==> src/cau_pkg.sv <==
// ----------------------------------------------------------------------------
// Complex arithmetic unit package
// Operation codes, default widths and the control records shared by the
// front end, the execution back end and the iterative divide/root unit.
// ----------------------------------------------------------------------------
package cau_pkg;

  localparam int DataWidthDef    = 32;
  localparam int FractionBitsDef = 16;
  localparam int KindWidth       = 3;
  localparam int QueueDepth      = 4;

  typedef enum logic [KindWidth-1:0] {
    K_ADD  = 3'd0,
    K_SUB  = 3'd1,
    K_MUL  = 3'd2,
    K_DIV  = 3'd3,
    K_CONJ = 3'd4,
    K_MAG  = 3'd5,
    K_EQ   = 3'd6
  } kind_t;

  // Front-end class: long ops use the iterative unit unless divisor is zero.
  typedef struct packed {
    logic long_op;
  } op_class_t;

  typedef struct packed {
    logic start;
    logic is_mag;
    logic ack;
  } iter_req_t;

  typedef struct packed {
    logic idle;
    logic done;
  } iter_sts_t;

endpackage

==> src/cau_front.sv <==
// ----------------------------------------------------------------------------
// Complex arithmetic unit front end
// Accepts requests, tags each with its class and holds them in a short queue
// for the back end.
// ----------------------------------------------------------------------------
module cau_front import cau_pkg::*; #(
  parameter int DW = DataWidthDef
) (
  input  logic                 clk,
  input  logic                 rst,
  input  logic                 in_valid,
  output logic                 in_ready,
  input  logic [KindWidth-1:0] kind,
  input  logic signed [DW-1:0] a_real,
  input  logic signed [DW-1:0] a_imag,
  input  logic signed [DW-1:0] b_real,
  input  logic signed [DW-1:0] b_imag,
  output logic                 q_valid,
  input  logic                 q_pop,
  output kind_t                q_kind,
  output op_class_t            q_cls,
  output logic signed [DW-1:0] q_ar,
  output logic signed [DW-1:0] q_ai,
  output logic signed [DW-1:0] q_br,
  output logic signed [DW-1:0] q_bi
);

  localparam int AW = $clog2(QueueDepth);
  localparam int IW = $bits(op_class_t) + KindWidth + 4 * DW;

  logic [IW-1:0] mem [QueueDepth];
  logic [AW-1:0] wp;
  logic [AW-1:0] rp;
  logic [AW:0]   cnt;
  logic          push;
  op_class_t     cls;
  logic [IW-1:0] head;

  always_comb begin
    cls.long_op = (kind == K_DIV) || (kind == K_MAG);
  end

  assign in_ready = (cnt != (AW + 1)'(QueueDepth));
  assign push     = in_valid && in_ready;
  assign q_valid  = (cnt != '0);

  always_ff @(posedge clk) begin
    if (push) begin
      mem[wp] <= {cls, kind, a_real, a_imag, b_real, b_imag};
    end
  end

  always_ff @(posedge clk) begin
    if (rst) begin
      wp  <= '0;
      rp  <= '0;
      cnt <= '0;
    end else begin
      if (push) begin
        wp <= wp + 1'b1;
      end
      if (q_pop) begin
        rp <= rp + 1'b1;
      end
      case ({push, q_pop})
        2'b10:   cnt <= cnt + 1'b1;
        2'b01:   cnt <= cnt - 1'b1;
        default: cnt <= cnt;
      endcase
    end
  end

  assign head   = mem[rp];
  assign q_cls  = op_class_t'(head[IW-1 -: $bits(op_class_t)]);
  assign q_kind = kind_t'(head[4*DW +: KindWidth]);
  assign q_ar   = head[3*DW +: DW];
  assign q_ai   = head[2*DW +: DW];
  assign q_br   = head[DW +: DW];
  assign q_bi   = head[0 +: DW];

endmodule

==> config.mk <==
export PLATFORM = sky130hd
export DESIGN_NAME = cau_front
export DESIGN_NICKNAME = d
export VERILOG_FILES = /design/src/cau_pkg.sv /design/src/cau_front.sv
export SDC_FILE = /design/constraint.sdc
export NUM_CORES = 1
export LEC_CHECK = 0
export BUFFER_PORTS_ARGS = -buffer_cell sky130_fd_sc_hd__buf_2
export CORE_MARGIN = 5
export CORE_UTILIZATION = 30
export DETAILED_ROUTE_END_ITERATION = 7
export GPL_TIMING_DRIVEN = 0
export PLACE_DENSITY = 0.5
export SETUP_SLACK_MARGIN = 0.3
export SLEW_MARGIN = 20
export SYNTH_ARGS = -nofsm -noshare
export SYNTH_HDL_FRONTEND = slang
export SYNTH_SLANG_ARGS = --single-unit
==> constraint.sdc <==
create_clock -name clk -period 4.05 [get_ports clk]
set_input_delay 0.405 -clock clk [delete_from_list [all_inputs] [get_ports clk]]
set_output_delay 0.405 -clock clk [all_outputs]
set_load 0.01 [all_outputs]
==> results of run 1 <==
==> state kept, by name, indices dropped and copies added (netlist names), named ones only <==
register / cells
cnt: 3
mem: 528
rp: 2
wp: 2
==> area by class of cell <==
class                           instances  area share, %
Multi-Input combinational cell        169           12.9
Timing Repair Buffer                  408           11.6
Buffer                                 31          0.831
Clock inverter                         31           1.11
Clock buffer                           71           5.85
Tap cell                              855           4.23
Antenna cell                            4         0.0396
Sequential cell                       537           63.4
Inverter                                6         0.0891
==> cell families (layout without fill, tap and decap cells) <==
| logic type | count (synthesis) | count (layout) | synth area share (%) |
|---|---|---|---|
| multiplexers | 134 | 134 | 15.3 |
| XOR/XNOR | 5 | 5 | 0.224 |
| buffers and inverters | 37 | 547 | 1.19 |
| adder cells (fa/ha/maj) | 6 | 6 | 0.423 |
| flip-flops | 537 | 537 | 82.2 |
| AO/OA/AOI/OAI | 4 | 4 | 0.115 |
| AND/OR/NAND/NOR | 20 | 20 | 0.500 |
| other | 0 | 4 | 0 |
==> metal layers <==
| layer | routed length [um] | vias up | global-route usage, % |
|---|---|---|---|
| met1 | 18000 | 4899 | 15.6 |
| met3 | 2800 | 67 | 3.61 |
| met4 | 925 | 0 | 3.09 |
| li1 | - | 4147 | - |
| met2 | 20500 | 233 | 19.4 |
| met5 | 0 | - | 0 |
==> critical path: stages, from the launching register on <==
cell and delay (ps):
dfxtp_1 300, buf_2 210, buf_2 420, buf_2 420
mux4_2 350, buf_2 180
==> path summary, 6_finish.rpt <==
kind	endpoint	startpoint	cells past startpoint	slack [ps]
max	q_br[10]	register	5	1140
min	mem[3][128]	kind[0]	1	60
max reg2reg	mem[2][41]	cnt[0]	5	1460
min reg2reg	cnt[2]	cnt[2]	2	520
==> metrics by stage <==
stage          power (mW)  std cells  hold slack [ps]
2_1_floorplan        7.56        743              480
3_3_place_gp         8.26       1865              499
3_5_place_dp         8.30       1878              517
4_1_cts              13.4       2108            0.800
5_1_grt              13.7       2111             14.1
6_report             13.1       2112             56.9
==> power breakdown <==
group	internal (mW)	total [mW]	leakage (nW)	switching, mW
Clock	2.84	4.90	0.857	2.06
Combinational	0.747	1.62	2.73	0.873
Sequential	6.53	6.60	4.92	0.0741
==> cell usage in the layout (no fill, tap or decap), drive strengths merged <==
cell type and count:
clkbuf 77, xnor2 1, a21boi 1, nor2 9, o21ai 1, inv 8
buf 305, fa 1, xor2 4, and2 5, bufinv 4, nand2b 2
or3 2, mux2 1, nand2 2, mux2i 1, mux4 132, a21oi 2
dlygate4sd3 128, dfxtp 9, edfxtp 528, ha 5, diode 4, clkinvlp 1
clkinv 24
==> run summary, run 1 <==
DRT iter0 DRCs: 643
Post-place setup slack: 1400 ps
Die area: 70200 sq um
Worst Setup End Kind: output pin
WP data required: 3640 ps
Clock slew at reported path FFs: 60 ps
Final core occ: 39.2%
Max-cap check violation count: 0
PD cells: 519 nW/um^2
# fillers: 5868
Setup violations, final: 0
Vias in the first global route: 10278
Syn Nets: 884
PortBufs: 267
Post-CTS Resized: 0
CP Max Fanout: 10
Cell with the most instances after synthesis: edfxtp_1
Placement Cell Area: 22200 sq um
Wire length per cell: 20.0 um
DRC viols: 0
RSZ-0062 raised after global routing: false
Area share of the largest cell type after synthesis: 81.3%
Drt pass-1 iters: 5
Fin crit share: 71.8%
Final Skew: 13.4 ps
Min cycle time layout: 2910 ps
CP Class: register to output pin
Grt total ovfl: 0
Final hold vios: 0
Synthesis-to-finish area growth: 29.6%
Worst setup SP type: register
Hpwl dp: 26.3 mm
Syn Std Cell Area: 19500 sq um
Most common library cells after synthesis: 528 x edfxtp_1, 132 x mux4_2, 15 x buf_2, 10 x buf_6
Syn Area/Cell: 26.3 sq um
Total CTS buffers: 57
CTS root buffer: clkbuf_16
Yosys reg bits: 537
GRT Overall Usage: 11.9%
# H-tree levels: 2
Largest area contributor in the synthesized netlist: edfxtp_1
Die height: 265 um
Count of cell types in the netlist: 21
Sequential area share after synthesis: 82.2%
RePlAce Congestion: 0.670
Hold Crit Class: input port to register
Nets: 1351
EDFF count, synth: 528
Largest net degree at the start of global routing: 43
Fin. max-slew vios: 0
Final worst slack: 1140 ps
Setup TNS: 0 ps
Max VDD drop: 329 uV
Outcome: finished clean
Pleak: 8.50 nW
Chip Width: 265 um
Multi-input logic area: 3250 sq um
Yosys warns: 0
Initial antenna violation count: 4
Syn Inst Count: 743
Slew Limit Headroom: 52.2%
Initial Util: 30.3%
Clock Path Buffers: 3
Antenna viol nets, final: 0
Total Routed Length: 42.3 mm
Ys async rst share: 0%
Top FF cell, synth: edfxtp_1
Worst-Margin Slew: 718 ps
Top post-synthesis cells by area: edfxtp_1 81%, mux4_2 15%, dfxtp_1 0.92%
Setup bufs post-CTS: 0
Core Area: 64500 sq um
Register area: 16000 sq um
I/O pins: 269
CTS tree: done
Vias/cell: 4.43
Max Fclk: 0.344 GHz
Clk_lat worst skew: 600 ps
Std cell rows: 93
Data arrival, critical path: 2500 ps
Layout cells sized above 1: 41.3%
First-pass GRT wire length: 64.1 mm
Fin area: 25300 sq um
Via count: 9346
Number of hold buffers added after cts: 128
Total clock sinks: 537
No activity file was read; power rests on OpenSTA's default activity.
==> inputs of run 2 (changes only) <==
Settings changed: PLACE_DENSITY 0.5 to 0.48.
Clock period 4.05 ns to 2.7 ns, I/O delays scaled along.
==> run summary, run 2 (synthesized netlist as in run 1, its figures left out) <==
Max-cap check violation count: 0
Std cell rows: 93
Max VDD drop: 536 uV
Register name with the most flops: mem
Core Area: 64500 sq um
PortBufs: 267
Max reg flops: 528
Drt pass-1 iters: 4
Fin area: 26200 sq um
Initial antenna violation count: 2
Die area: 70200 sq um
Wire length per cell: 20.9 um
# H-tree levels: 2
Max Fclk: 0.414 GHz
Nets: 1370
Hpwl dp: 26.9 mm
First-pass GRT wire length: 65.6 mm
Final worst slack: 284 ps
RePlAce Congestion: 0.662
Die height: 265 um
Slew Limit Headroom: 54.1%
Final Skew: 27.9 ps
RSZ-0062 raised after global routing: true
R2r startpoint: cnt[0]
Total CTS buffers: 58
Hold Crit Class: input port to register
Worst Setup End Kind: output pin
Initial Util: 30.3%
Worst setup SP type: register
Clock slew at reported path FFs: 60 ps
Fin crit share: 89.5%
Final core occ: 40.6%
Post-place setup slack: 28.8 ps
Worst-Margin Slew: 689 ps
DRC viols: 0
CP Max Fanout: 8
Chip Width: 265 um
Min cycle time layout: 2420 ps
Pleak: 8.85 nW
Regs by FF count: mem: 528 flops, cnt: 3 flops
Most frequent cells in the layout: 528 x edfxtp_1, 203 x buf_2, 132 x mux4_2, 132 x dlygate4sd3_1, 73 x buf_6
WP data required: 2430 ps
Grt total ovfl: 0
Final hold vios: 0
Outcome: finished clean
Most common cell after layout, fill and taps aside: edfxtp_1
Synthesis-to-finish area growth: 34.3%
Via count: 9405
Clock Path Buffers: 3
GRT Overall Usage: 12.2%
Layout cells sized above 1: 42.3%
Worst hold path startpoint: rst
PD cells: 765 nW/um^2
Total Routed Length: 44.5 mm
Total clock sinks: 537
CTS root buffer: clkbuf_16
Clk_lat worst skew: 610 ps
Setup violations, final: 0
Fin. max-slew vios: 0
I/O pins: 269
Vias/cell: 4.42
DRT iter0 DRCs: 532
Antenna viol nets, final: 0
Placement Cell Area: 22200 sq um
Data arrival, critical path: 2150 ps
CP Class: register to output pin
Vias in the first global route: 10519
Largest net degree at the start of global routing: 42
CTS tree: done
## run 2: area by class of cell
cell class	count	area, sq um
clock buffer	74	1530
inverter	6	22.5
sequential	537	16000
multi-input combinational	172	3280
tap	855	1070
antenna	1	2.50
timing repair buffer	423	3640
clock inverter	27	210
buffer	31	399
fill	5782	38300
## run 2: timing repair
item / in CTS / in global routing
hold buffers: 132 / 0
pin swaps: 2 / 1
setup endpoints to repair: 320 / 158
gates cloned: 2 / 11
gates resized for setup: 28 / 116
hold endpoints to repair: 526 / 0
setup buffers: 0 / 2
## run 2: power by group
part | switching [mW] | total [mW] | internal [mW]
clock | 3.10 | 7.27 | 4.18
combinational | 1.41 | 2.87 | 1.46
sequential | 0.115 | 9.91 | 9.79
## run 2: per-layer routing
metal	vias to the layer above	track usage, %	share of wire (%)
li1	4206	-	-
met1	4913	15.3	42
met4	2	3.19	2.1
met5	-	0	0.029
met3	68	3.82	6.5
met2	216	20.7	50
## run 2: final timing paths
path,to,slack [ps],cells after the start
max,q_ai[8],280,5
min,cnt[1],60,2
max reg2reg,mem[2][47],510,5
min reg2reg,wp[1],520,2
## run 2: through the flow
stage | hold WS, ps | setup TNS (ps) | total power, mW | instances
floorplan | 369 | -106350 | 11.3 | 743
global placement | 484 | -1053440 | 12.4 | 1865
detailed placement | 484 | 0 | 12.5 | 1877
CTS | 9.78 | 0 | 20.1 | 2112
global route | 75.6 | 0 | 21.0 | 2126
finish | 56.8 | 0 | 20.0 | 2126
## run 2: worst max-delay path: stages (launching register included)
cell and delay [ps]:
dfxtp_2 340, buf_12 160, clkbuf_16 220, clkbuf_16 170, mux4_2 510, buf_6 140
